## config.mk

```make
export PLATFORM = sky130hd
export DESIGN_NAME = learned_colour_classifier_unit
export DESIGN_NICKNAME = d
export VERILOG_FILES = /design/src/hw/rtl/lcc_pkg.sv /design/src/hw/rtl/learned_colour_classifier_unit.sv
export SDC_FILE = /design/constraint.sdc
export NUM_CORES = 1
export LEC_CHECK = 0
export BUFFER_PORTS_ARGS = -buffer_cell sky130_fd_sc_hd__buf_2
export CORE_ASPECT_RATIO = 1.4
export CORE_MARGIN = 3
export CORE_UTILIZATION = 25
export DETAILED_ROUTE_END_ITERATION = 8
export PLACE_DENSITY_LB_ADDON = 0.25
export SLEW_MARGIN = 20
export SYNTH_ARGS = -nofsm -noshare
export SYNTH_HDL_FRONTEND = slang
export SYNTH_SLANG_ARGS = --single-unit
```

## constraint.sdc

```tcl
create_clock -name clk -period 8.9 [get_ports clk]
set_input_delay 1.78 -clock clk [delete_from_list [all_inputs] [get_ports clk]]
set_output_delay 1.78 -clock clk [all_outputs]
set_load 0.01 [all_outputs]
```

## src/hw/rtl/lcc_pkg.sv

```systemverilog
// ----------------------------------------------------------------------------
// lcc_pkg
// Shared widths, codes and helper functions for the learned colour classifier.
// ----------------------------------------------------------------------------
package lcc_pkg;

    localparam int FRAC_BITS  = 8;
    localparam int CHAN_W     = 16;
    localparam int NUM_CH     = 3;
    localparam int CHROMA_W   = FRAC_BITS + 9;
    localparam int DVD_W      = CHAN_W + FRAC_BITS;
    localparam int CNT_W      = $clog2(DVD_W + 1);
    localparam int THR_W      = 17;
    localparam int SKIP_W     = 8;
    localparam int BOX_W      = (CHROMA_W > THR_W) ? CHROMA_W : THR_W;
    localparam int CFG_IDX_W  = 1;
    localparam int CFG_DATA_W = 17;
    localparam int IN_DATA_W  = 64;
    localparam int OUT_DATA_W = 8;

    localparam logic [THR_W-1:0]  THRESHOLD_RESET = THR_W'(2560);
    localparam logic [SKIP_W-1:0] SKIP_RESET      = SKIP_W'(4);

    localparam logic [CFG_IDX_W-1:0] REG_THRESHOLD = CFG_IDX_W'(0);
    localparam logic [CFG_IDX_W-1:0] REG_SKIP      = CFG_IDX_W'(1);

    typedef enum logic [1:0] {
        CLASS_HOME  = 2'd0,
        CLASS_ARENA = 2'd1,
        CLASS_ENEMY = 2'd2
    } class_t;

    typedef enum logic [1:0] {
        PHASE_HOME     = 2'd0,
        PHASE_ARENA    = 2'd1,
        PHASE_CLASSIFY = 2'd2
    } phase_t;

    typedef enum logic [1:0] {
        ST_IDLE   = 2'd0,
        ST_DIVIDE = 2'd1,
        ST_MATCH  = 2'd2,
        ST_DECIDE = 2'd3
    } state_t;

    // Clamp a full quotient to the largest chromaticity.
    function automatic logic [CHROMA_W-1:0] saturate(input logic [DVD_W-1:0] q);
        logic [CHROMA_W-1:0] r;
        if (q[DVD_W-1:CHROMA_W] != '0)
            r = '1;
        else
            r = q[CHROMA_W-1:0];
        return r;
    endfunction

    // Open box test on one channel: |x - r| < t.
    function automatic logic chan_near(input logic [CHROMA_W-1:0] x,
                                       input logic [CHROMA_W-1:0] r,
                                       input logic [THR_W-1:0]    t);
        logic [CHROMA_W:0]   d;
        logic [CHROMA_W:0]   mag;
        logic                hit;
        d   = {1'b0, x} - {1'b0, r};
        mag = d[CHROMA_W] ? (~d + 1'b1) : d;
        hit = (BOX_W'(mag[CHROMA_W-1:0]) < BOX_W'(t));
        return hit;
    endfunction

endpackage

```

## src/hw/rtl/learned_colour_classifier_unit.sv

```systemverilog
// ----------------------------------------------------------------------------
// learned_colour_classifier_unit
// Surface classifier that learns a home and an arena colour reference.
// ----------------------------------------------------------------------------
// Every input transaction yields exactly one output transaction. A skipped
// tick is answered from the input cycle itself. A processed tick is accepted,
// passed through the three bit-serial restoring dividers that run side by
// side, tested against both references, and then used to update the phase
// and load the result once the output register is free. The input is
// accepted only while the unit is idle and the output register is free or
// being emptied. Register 0 is the match half-width, register 1 the number
// of skipped ticks.
module learned_colour_classifier_unit (
    input  logic                               clk,
    input  logic                               rst_n,
    // red_raw [15:0], green_raw [31:16], blue_raw [47:32], clear_raw [63:48]
    input  logic [lcc_pkg::IN_DATA_W-1:0]      s_axis_tdata,
    input  logic                               s_axis_tvalid,
    output logic                               s_axis_tready,
    // surface_class [1:0], sample_used [2], zero [7:3]
    output logic [lcc_pkg::OUT_DATA_W-1:0]     m_axis_tdata,
    output logic                               m_axis_tvalid,
    input  logic                               m_axis_tready,
    input  logic                               cfg_wr_en,
    input  logic [lcc_pkg::CFG_IDX_W-1:0]      cfg_index,
    input  logic [lcc_pkg::CFG_DATA_W-1:0]     cfg_data
);

    // Control state
    lcc_pkg::state_t                 state_reg, state_next;
    lcc_pkg::phase_t                 phase_reg, phase_next;
    lcc_pkg::class_t                 last_class_reg, last_class_next;
    logic [lcc_pkg::SKIP_W-1:0]      tick_reg, tick_next;
    logic [lcc_pkg::CNT_W-1:0]       cnt_reg, cnt_next;
    logic                            home_valid_reg, home_valid_next;
    logic                            arena_valid_reg, arena_valid_next;
    logic [lcc_pkg::THR_W-1:0]       thr_reg;
    logic [lcc_pkg::SKIP_W-1:0]      skip_reg;
    logic                            out_valid_reg, out_valid_next;

    // Payload
    logic [lcc_pkg::NUM_CH-1:0][lcc_pkg::CHAN_W-1:0]   rem_reg, rem_next;
    logic [lcc_pkg::NUM_CH-1:0][lcc_pkg::DVD_W-1:0]    quo_reg, quo_next;
    logic [lcc_pkg::CHAN_W-1:0]                        clear_reg, clear_next;
    logic [lcc_pkg::NUM_CH-1:0][lcc_pkg::CHROMA_W-1:0] home_ref_reg, home_ref_next;
    logic [lcc_pkg::NUM_CH-1:0][lcc_pkg::CHROMA_W-1:0] arena_ref_reg, arena_ref_next;
    logic                            home_hit_reg, home_hit_next;
    logic                            arena_hit_reg, arena_hit_next;
    lcc_pkg::class_t                 out_class_reg, out_class_next;
    logic                            out_used_reg, out_used_next;

    logic                            out_free;
    logic [lcc_pkg::NUM_CH-1:0][lcc_pkg::CHROMA_W-1:0] x;
    logic                            store_home;
    logic                            store_arena;
    logic                            home_hit_now;
    logic                            home_box;
    logic                            arena_box;
    logic [lcc_pkg::CHAN_W:0]        trial;

    assign out_free      = !out_valid_reg || m_axis_tready;
    assign s_axis_tready = (state_reg == lcc_pkg::ST_IDLE) && out_free;
    assign m_axis_tvalid = out_valid_reg;
    assign m_axis_tdata  = {{(lcc_pkg::OUT_DATA_W-3){1'b0}}, out_used_reg, out_class_reg};

    always_comb
    begin
        for (int c = 0; c < lcc_pkg::NUM_CH; c++)
        begin
            x[c] = lcc_pkg::saturate(quo_reg[c]);
        end
    end

    // A reference learned on this sample is the sample itself, so it matches
    // exactly when the threshold is nonzero.
    assign store_home   = (phase_reg == lcc_pkg::PHASE_HOME) && !home_valid_reg;
    assign home_hit_now = store_home ? (thr_reg != '0) : home_box;
    assign store_arena  = !arena_valid_reg &&
                          ((phase_reg == lcc_pkg::PHASE_ARENA) ||
                           ((phase_reg == lcc_pkg::PHASE_HOME) && !home_hit_now));

    always_comb
    begin
        home_box  = 1'b1;
        arena_box = 1'b1;
        for (int c = 0; c < lcc_pkg::NUM_CH; c++)
        begin
            home_box  = home_box  && lcc_pkg::chan_near(x[c], home_ref_reg[c], thr_reg);
            arena_box = arena_box && lcc_pkg::chan_near(x[c], arena_ref_reg[c], thr_reg);
        end
    end

    always_comb
    begin
        state_next       = state_reg;
        phase_next       = phase_reg;
        last_class_next  = last_class_reg;
        tick_next        = tick_reg;
        cnt_next         = cnt_reg;
        home_valid_next  = home_valid_reg;
        arena_valid_next = arena_valid_reg;
        out_valid_next   = out_valid_reg && !m_axis_tready;
        rem_next         = rem_reg;
        quo_next         = quo_reg;
        clear_next       = clear_reg;
        home_ref_next    = home_ref_reg;
        arena_ref_next   = arena_ref_reg;
        home_hit_next    = home_hit_reg;
        arena_hit_next   = arena_hit_reg;
        out_class_next   = out_class_reg;
        out_used_next    = out_used_reg;
        trial            = '0;

        case (state_reg)
            lcc_pkg::ST_IDLE:
            begin
                if (s_axis_tvalid && s_axis_tready)
                begin
                    if (tick_reg < skip_reg)
                    begin
                        tick_next      = tick_reg + 1'b1;
                        out_valid_next = 1'b1;
                        out_class_next = last_class_reg;
                        out_used_next  = 1'b0;
                    end
                    else
                    begin
                        tick_next  = '0;
                        cnt_next   = '0;
                        clear_next = s_axis_tdata[4*lcc_pkg::CHAN_W-1:3*lcc_pkg::CHAN_W];
                        for (int c = 0; c < lcc_pkg::NUM_CH; c++)
                        begin
                            rem_next[c] = '0;
                            quo_next[c] = {s_axis_tdata[c*lcc_pkg::CHAN_W +: lcc_pkg::CHAN_W],
                                           {lcc_pkg::FRAC_BITS{1'b0}}};
                        end
                        state_next = lcc_pkg::ST_DIVIDE;
                    end
                end
            end

            lcc_pkg::ST_DIVIDE:
            begin
                // One quotient bit per lane per cycle; dividend bits leave the
                // top of quo_reg while quotient bits enter at the bottom.
                for (int c = 0; c < lcc_pkg::NUM_CH; c++)
                begin
                    trial = {rem_reg[c], quo_reg[c][lcc_pkg::DVD_W-1]};
                    if (trial >= {1'b0, clear_reg})
                    begin
                        rem_next[c] = lcc_pkg::CHAN_W'(trial - {1'b0, clear_reg});
                        quo_next[c] = {quo_reg[c][lcc_pkg::DVD_W-2:0], 1'b1};
                    end
                    else
                    begin
                        rem_next[c] = trial[lcc_pkg::CHAN_W-1:0];
                        quo_next[c] = {quo_reg[c][lcc_pkg::DVD_W-2:0], 1'b0};
                    end
                end
                cnt_next = cnt_reg + 1'b1;
                if (cnt_reg == lcc_pkg::CNT_W'(lcc_pkg::DVD_W - 1))
                begin
                    state_next = lcc_pkg::ST_MATCH;
                end
            end

            lcc_pkg::ST_MATCH:
            begin
                home_hit_next = home_hit_now;
                if (store_home)
                begin
                    home_ref_next   = x;
                    home_valid_next = 1'b1;
                end
                arena_hit_next = store_arena ? (thr_reg != '0) : arena_box;
                if (store_arena)
                begin
                    arena_ref_next   = x;
                    arena_valid_next = 1'b1;
                end
                state_next = lcc_pkg::ST_DECIDE;
            end

            lcc_pkg::ST_DECIDE:
            begin
                if (out_free)
                begin
                    case (phase_reg)
                        lcc_pkg::PHASE_HOME:
                        begin
                            if (home_hit_reg)
                                last_class_next = lcc_pkg::CLASS_HOME;
                            else if (arena_hit_reg)
                            begin
                                last_class_next = lcc_pkg::CLASS_ARENA;
                                phase_next      = lcc_pkg::PHASE_ARENA;
                            end
                            else
                            begin
                                last_class_next = lcc_pkg::CLASS_ENEMY;
                                phase_next      = lcc_pkg::PHASE_CLASSIFY;
                            end
                        end
                        lcc_pkg::PHASE_ARENA:
                        begin
                            if (arena_hit_reg)
                                last_class_next = lcc_pkg::CLASS_ARENA;
                            else
                            begin
                                phase_next      = lcc_pkg::PHASE_CLASSIFY;
                                last_class_next = home_hit_reg ? lcc_pkg::CLASS_HOME
                                                               : lcc_pkg::CLASS_ENEMY;
                            end
                        end
                        default:
                        begin
                            if (home_hit_reg)
                                last_class_next = lcc_pkg::CLASS_HOME;
                            else if (arena_hit_reg)
                                last_class_next = lcc_pkg::CLASS_ARENA;
                            else
                                last_class_next = lcc_pkg::CLASS_ENEMY;
                        end
                    endcase
                    out_valid_next = 1'b1;
                    out_class_next = last_class_next;
                    out_used_next  = 1'b1;
                    state_next     = lcc_pkg::ST_IDLE;
                end
            end

            default:
            begin
                state_next = lcc_pkg::ST_IDLE;
            end
        endcase
    end

    always_ff @(posedge clk or negedge rst_n)
    begin
        if (!rst_n)
        begin
            state_reg       <= lcc_pkg::ST_IDLE;
            phase_reg       <= lcc_pkg::PHASE_HOME;
            last_class_reg  <= lcc_pkg::CLASS_HOME;
            tick_reg        <= '0;
            cnt_reg         <= '0;
            home_valid_reg  <= 1'b0;
            arena_valid_reg <= 1'b0;
            out_valid_reg   <= 1'b0;
        end
        else
        begin
            state_reg       <= state_next;
            phase_reg       <= phase_next;
            last_class_reg  <= last_class_next;
            tick_reg        <= tick_next;
            cnt_reg         <= cnt_next;
            home_valid_reg  <= home_valid_next;
            arena_valid_reg <= arena_valid_next;
            out_valid_reg   <= out_valid_next;
        end
    end

    always_ff @(posedge clk or negedge rst_n)
    begin
        if (!rst_n)
        begin
            thr_reg  <= lcc_pkg::THRESHOLD_RESET;
            skip_reg <= lcc_pkg::SKIP_RESET;
        end
        else if (cfg_wr_en)
        begin
            case (cfg_index)
                lcc_pkg::REG_THRESHOLD: thr_reg  <= cfg_data[lcc_pkg::THR_W-1:0];
                lcc_pkg::REG_SKIP:      skip_reg <= cfg_data[lcc_pkg::SKIP_W-1:0];
                default:                thr_reg  <= thr_reg;
            endcase
        end
    end

    always_ff @(posedge clk)
    begin
        rem_reg       <= rem_next;
        quo_reg       <= quo_next;
        clear_reg     <= clear_next;
        home_ref_reg  <= home_ref_next;
        arena_ref_reg <= arena_ref_next;
        home_hit_reg  <= home_hit_next;
        arena_hit_reg <= arena_hit_next;
        out_class_reg <= out_class_next;
        out_used_reg  <= out_used_next;
    end

endmodule
```

# After elaboration in Yosys (flattened, before gate mapping)
# Index checks and enable logic that the tools add are counted.
[totals] ff_bits=290 latch_bits=0 ram_bits=0 mem_bits_ro=0 input_bits=87 output_inout_bits=10 word_cells=163 n_memories=0
[op_classes] addsub=17 n_mul=0 div_mod_pow=0 order_cmp=10 n_eq_ne=12 shift=0 mux=52 n_bitwise=8 reduce_logical=37
[op_table] operator="two-way mux 17 bit" n=9
[op_table] operator="two-way mux 72 bit" n=2
[op_table] operator="case mux 72 bit (2 select lines)" n=1
[op_table] operator="subtractor 17 x 17 -> 18 bit" n=6
[op_table] operator="adder 17 x 1 -> 17 bit (second input constant)" n=6
[op_table] operator="less-than comparator 17 bit" n=6
[op_table] operator="inverter 17 bit" n=6
[op_table] operator="two-way mux 48 bit" n=2
[op_table] operator="case mux 48 bit (2 select lines)" n=1
[op_table] operator=">= comparator 17 x 16 -> 1 bit" n=3
[op_table] operator="two-way mux 16 bit" n=3
[op_table] operator="subtractor 16 bit" n=3
[op_table] operator="two-way mux 2 bit" n=14
[op_table] operator="nonzero test 7 bit" n=3
[op_table] operator="nonzero test 17 bit" n=1
[op_table] operator="AND reduction 2 bit" n=6
[op_table] operator="two-way mux 1 bit" n=11
[op_table] operator="logical AND 1 bit" n=10
[op_table] operator="two-way mux 5 bit" n=2
[op_table] operator="!= test 2 bit (second input constant)" n=5
[op_table] operator="case mux 5 bit (2 select lines)" n=1
[op_table] operator="adder 8 x 1 -> 8 bit (second input constant)" n=1
[op_table] operator="less-than comparator 8 bit" n=1
[op_table] operator="two-way mux 8 bit" n=1
[op_table] operator="other kinds (16)" n=32

# Longest topological paths before layout
[depth] word_depth=15 ltp_mapped=28 ltp_nobuf=25

# Worst setup path before layout
# No wires, ideal clock.
[synth_path] path_kind="reg-to-reg" startpoint="register quo_reg[43] (netlist bit)" endpoint="register arena_ref_reg[0] (netlist bit), enable pin" setup_ps=523 t_arrival_ps=8498 required_ps=8377 setup_slack_ps=-121 path_stages_with_launch=26 path_buffers=1 synth_period_minus_slack_ps=9021 path_cell_list="edfxtp_1 nor4_1 nand2_1 clkbuf_1 nor2_1 ha_1 inv_1 fa_1 a21o_1 a21oi_1 o21bai_1 a21oi_1 xnor2_1 or3_1 or2_2 nor4_1 a21oi_1 xnor2_1 ha_1 and4_1 nand2_1 a221o_1 a31oi_1 or4_1 a21oi_1 nor3_1"
[synth_between] elab_chain_cells=15
[synth_rtl] item="start, declared" line_no="learned_colour_classifier_unit.sv:43" source="logic [lcc_pkg::NUM_CH-1:0][lcc_pkg::DVD_W-1:0] quo_reg, quo_next;"
[synth_rtl] item="start signal, assigned" line_no="learned_colour_classifier_unit.sv:285" source="quo_reg <= quo_next;"
[synth_rtl] item="nonzero test 7 bit (*)" line_no="lcc_pkg.sv:49" source="if (q[DVD_W-1:CHROMA_W] != '0)"
[synth_rtl] item="two-way mux 17 bit (*)" line_no="lcc_pkg.sv:49"
[synth_rtl] item="subtractor 17 x 17 -> 18 bit (*)" line_no="lcc_pkg.sv:63" source="d = {1'b0, x} - {1'b0, r};"
[synth_rtl] item="inverter 17 bit" line_no="lcc_pkg.sv:64" source="mag = d[CHROMA_W] ? (~d + 1'b1) : d;"
[synth_rtl] item="adder 17 x 1 -> 17 bit" line_no="lcc_pkg.sv:64"
[synth_rtl] item="two-way mux 17 bit (*)" line_no="lcc_pkg.sv:64"
[synth_rtl] item="less-than comparator 17 bit (*)" line_no="lcc_pkg.sv:65" source="hit = (BOX_W'(mag[CHROMA_W-1:0]) < BOX_W'(t));"
[synth_rtl] item="logical AND 1 bit (*) (2 in series)" line_no="learned_colour_classifier_unit.sv:88" source="home_box = home_box && lcc_pkg::chan_near(x[c], home_ref_reg[c], thr_reg);"
[synth_rtl] item="two-way mux 1 bit (*)" line_no="learned_colour_classifier_unit.sv:77" source="assign home_hit_now = store_home ? (thr_reg != '0) : home_box;"
[synth_rtl] item="logical NOT 1 bit (*)" line_no="learned_colour_classifier_unit.sv:80" source="((phase_reg == lcc_pkg::PHASE_HOME) && !home_hit_now));"
[synth_rtl] item="logical AND 1 bit (*)" line_no="learned_colour_classifier_unit.sv:80"
[synth_rtl] item="logical OR 1 bit (*)" line_no="learned_colour_classifier_unit.sv:79" source="((phase_reg == lcc_pkg::PHASE_ARENA) ||"
[synth_rtl] item="logical AND 1 bit (*)" line_no="learned_colour_classifier_unit.sv:78" source="assign store_arena = !arena_valid_reg &&"
[synth_rtl] item="AND reduction 2 bit (no source line) (*)"
[synth_rtl] item="end signal, assigned" line_no="learned_colour_classifier_unit.sv:288" source="arena_ref_reg <= arena_ref_next;"
[synth_rtl] item="end, declared" line_no="learned_colour_classifier_unit.sv:46" source="logic [lcc_pkg::NUM_CH-1:0][lcc_pkg::CHROMA_W-1:0] arena_ref_reg, arena_ref_next;"
# Mark *: on every way between the ends. The rest lies on a longest branch, timed or not.
# A chain may end at the register's enable or synchronous reset.

# Worst setup path after layout
[layout_path] startpoint="register quo_reg[43] (netlist bit)" endpoint="register arena_ref_reg[3] (netlist bit), enable pin"
# The elaborated chain is that of the path after synthesis.

==> tab_implementation.tex <==
\begin{tabular}{lr}
\hline
Metric & Value \\
\hline
\multicolumn{2}{l}{\textbf{Status}} \\
\quad Status & finished, final reports clean \\
\multicolumn{2}{l}{\textbf{Clock tree}} \\
\quad Insertion delay to the later sink of the worst-skew pair & $\sim$0.56 ns \\
\quad Count of H-tree levels built during CTS & 2 \\
\quad Clk sink count & 290 \\
\quad Clock transition time at the flip-flop clock pins of the worst setup and hold paths & about 0.060 ns \\
\quad Post-CTS setup repair buffer count & 0 \\
\quad Post-CTS Hold Fix Bufs & 0 \\
\quad Clock tree from TritonCTS & done \\
\quad Num CTS Buffers & 39 \\
\quad Number of instances resized during post-cts repair & 0 \\
\quad Root buffer cell & sky130\_fd\_sc\_hd\_\_clkbuf\_16 \\
\quad Max clock buf depth & 3 \\
\multicolumn{2}{l}{\textbf{Layout}} \\
\quad Cell area after layout & 26000 um2 \\
\quad Final net count & about 2.8k \\
\quad Inserted Diodes & 0 \\
\quad Growth of design area from synthesis to finish & 14.2\% \\
\quad Number of flip-flops under the largest register name & between 70 and 80 \\
\quad Ratio of cells with drive above 1 in the final layout & a little over an eighth \\
\multicolumn{2}{l}{\textbf{Yosys}} \\
\quad Netlist Area Pre-Place & 22800 um2 \\
\quad Post-synthesis mux area share & under 10\% \\
\quad Synth Area in XOR/XNOR & 7.66\% \\
\quad Number of enable flip-flop cells after synthesis & $\sim$240 \\
\quad Yosys Warn Count & 0 \\
\quad Mean instance size in the synthesized netlist & about 9.7 um2 \\
\quad Post-Syn Instances & 2345 \\
\quad Synth Area in Simple Gates & between 10 and 15\% \\
\quad Most frequent cells after synthesis & sky130\_fd\_sc\_hd\_\_ha\_1, sky130\_fd\_sc\_hd\_\_edfxtp\_1, sky130\_fd\_sc\_hd\_\_inv\_1, sky130\_fd\_sc\_hd\_\_nor2\_1, sky130\_fd\_sc\_hd\_\_a21oi\_1 \\
\quad Fraction of the mapped netlist area in adder cells & between 10\% and 20\% \\
\quad Sequential area share after synthesis & a little under two fifths \\
\quad Leading cell type by number of instances after synthesis & sky130\_fd\_sc\_hd\_\_ha\_1 \\
\quad Post-synthesis cell type with the largest combined area & sky130\_fd\_sc\_hd\_\_edfxtp\_1 \\
\quad Combinational family with the most area after synthesis & compound AO/OA/AOI/OAI gates \\
\quad Prevailing post-synth register cell & sky130\_fd\_sc\_hd\_\_edfxtp\_1 \\
\quad Synth async-reset ratio & roughly 16\% \\
\quad Leading post-synthesis cells by cell area & sky130\_fd\_sc\_hd\_\_edfxtp\_1, sky130\_fd\_sc\_hd\_\_ha\_1, sky130\_fd\_sc\_hd\_\_xnor2\_1 \\
\quad Area share of the largest cell type after synthesis & about 32\% \\
\quad Share of the synthesized area in compound gates (AO/OA/AOI/OAI) & between 10\% and 20\% \\
\quad Number of distinct library cells after synthesis & 86 \\
\quad Flop and latch count out of synthesis & between 200 and 300 \\
\multicolumn{2}{l}{\textbf{Floorplanning}} \\
\quad Area of the core & roughly 90000 um2 \\
\quad Site Rows & 130 \\
\quad Horizontal extent of the die & roughly 260 um \\
\quad Number of top-level pins & between 90 and 100 \\
\quad Initial core utilization & around a quarter \\
\quad Height of the die & 363 um \\
\quad Floorplan die area & 94800 um2 \\
\multicolumn{2}{l}{\textbf{GRT}} \\
\quad Overflow after GRT & 0 \\
\quad Via count of the first global-routing pass & 17.5k \\
\quad Global-route wire length before repair & about 100 mm \\
\quad Number of antenna violations at the first check in global routing & 0 \\
\quad Aggregate global-route resource usage & between 10\% and 20\% \\
\quad Maximum number of pins on one net before global-route repair & 72 \\
\multicolumn{2}{l}{\textbf{Timing}} \\
\quad Setup TNS Final & 0 ns \\
\quad Slew @ Worst Pin & about 0.99 ns \\
\quad Peak Freq & roughly 0.14 GHz \\
\quad Count of final max-slew check failures & 0 \\
\quad Min Tclk post-route & around 7.3 ns \\
\quad Setup Viol. Count Final & 0 \\
\quad Final Hold Fails & 0 \\
\quad Setup repair after global routing missed its margin & no \\
\quad Worst clock skew & between 0.02 and 0.03 ns \\
\quad Ratio of final minimum period to clock period & around four fifths \\
\quad Slew margin rel. & 33.7\% \\
\multicolumn{2}{l}{\textbf{Critical path}} \\
\quad Arr. time, crit path & 7.54 ns \\
\quad Required time of the critical path & approximately 9.2 ns \\
\quad Critical path's top delay family & simple AND/OR/NAND/NOR gates \\
\quad Type of the worst setup path & register to register \\
\quad Cell with the largest stage delay on the worst path & sky130\_fd\_sc\_hd\_\_or4\_1 \\
\quad Number of buffers and inverters on the critical path & 2 \\
\quad Type of element launching the critical path & register \\
\quad CP max stage delay & between 0.5 and 0.6 ns \\
\quad Top fanout value on the critical path & 23 \\
\quad Kind of end point of the critical path & register \\
\quad CP dominant cell by count & sky130\_fd\_sc\_hd\_\_a21oi\_1 \\
\multicolumn{2}{l}{\textbf{Place}} \\
\quad Instance area after placement & between 20000 and 25000 um2 \\
\quad DPL Wire Length & 48.6 mm \\
\quad Routability Congestion & roughly 0.83 \\
\quad Count of input and output buffers & 91 \\
\multicolumn{2}{l}{\textbf{Detailed routing}} \\
\quad Drt first-iter violations & slightly below 800 \\
\quad Total wire length after detailed routing & between 60 and 70 mm \\
\quad Via Count & roughly 17k \\
\quad Number of nets with antenna violations after detailed routing & 0 \\
\quad Initial DRT Pass Iterations & 5 \\
\quad Post-route DRC & 0 \\
\quad Mean number of vias per cell & 4.70 \\
\quad Average wire per standard cell & between 15 and 20 um \\
\multicolumn{2}{l}{\textbf{Job}} \\
\quad Number of max-cap violations & 0 \\
\multicolumn{2}{l}{\textbf{Pwr}} \\
\quad Peak ir drop on the vdd network & about 0.15 mV \\
\quad P per Cell Area & 220 nW/um2 \\
\quad Reported leakage power & just under 10 nW \\
\multicolumn{2}{l}{\textbf{Worst hold path}} \\
\quad Hold WC Path Type & register to register \\
\hline
\end{tabular}
==> routing by layer <==
layer	GRT usage (%)	wire, um	vias to the layer above
li1	-	-	8695
met1	15.3	26700	8207
met2	24.6	32300	219
met3	1.99	2070	88
met4	4.31	2040	0
met5	0	0	-
==> final timing paths <==
path	start	end	slack, ns	cells past startpoint
setup / recovery	quo_reg[43]	arena_ref_reg[3]	1.61	26
hold / removal	arena_valid_reg	arena_valid_reg	0.47	2
setup reg to reg	quo_reg[43]	arena_ref_reg[3]	1.61	26
hold reg to reg	arena_valid_reg	arena_valid_reg	0.47	2
max in group asynchronous	rst_n	thr_reg[8]	7.02	2
min in group asynchronous	rst_n	skip_reg[0]	1.36	2
==> layout make-up <==
class,count,area (um2)
clock buffers,51,1080
clock inverters,20,224
fillers,9508,63900
inverters,199,752
multi-input cells,1803,13400
flip-flops and latches,290,8480
well taps,1188,1490
repair buffers,107,594
==> tightest hold or removal path, cell delays in order (launching register included) <==
cell                      delay (ns)
sky130_fd_sc_hd__dfrtp_1        0.32
sky130_fd_sc_hd__inv_1          0.05
sky130_fd_sc_hd__o31ai_1        0.07
==> where the power goes <==
group,internal (mW),leakage (nW),switching (mW)
Clock,1.00,0.643,0.621
Sequential,1.92,3.09,0.183
Combinational,0.835,6.18,1.17
==> cells in the final DEF, fill, tap and decap left out, drive strengths merged, types with 10 or more instances in the layout <==
cell and instances:
nor3 46, nand3 39, dfrtp 44, clkinv 14, or3 11, nand2b 27
o31ai 20, mux2 63, buf 107, o211ai 10, o21a 34, inv 200
ha 265, nor2b 27, o21ai 124, o31a 10, nand4 28, nor4 18
or2 73, a21o 58, edfxtp 243, xor2 64, o41ai 11, and3 11
a31oi 16, and2 32, xnor2 135, mux2i 40, nand2 138, nor2 190
a211oi 33, a21boi 21, clkbuf 51, a21oi 147, o21bai 10
==> logic make-up after synthesis <==
| group | count (synthesis) |
|---|---|
| AO/OA/AOI/OAI | 559 |
| flip-flops | 290 |
| buffers and inverters | 256 |
| multiplexers | 103 |
| other | 1 |
| XOR/XNOR | 199 |
| adder cells (fa/ha/maj) | 274 |
| AND/OR/NAND/NOR | 663 |
==> metrics by stage <==
| stage | hold slack, ns | total power [mW] | instances | util [%] | setup WS (ns) |
|---|---|---|---|---|---|
| 6_report | 0.471 | 5.72 | 3658 | 28.9 | 1.61 |
| 5_1_grt | 0.521 | 6.14 | 3658 | 28.9 | 1.04 |
| 4_1_cts | 0.467 | 5.83 | 3657 | 28.9 | 1.61 |
| 3_5_place_dp | 0.455 | 4.16 | 3586 | 27.4 | 1.69 |
| 3_3_place_gp | 0.462 | 4.14 | 3584 | 27.4 | 1.72 |
| 2_1_floorplan | 0.432 | 3.57 | 2349 | - | 1.44 |
Note: power is estimated with default switching activity, not from simulation.
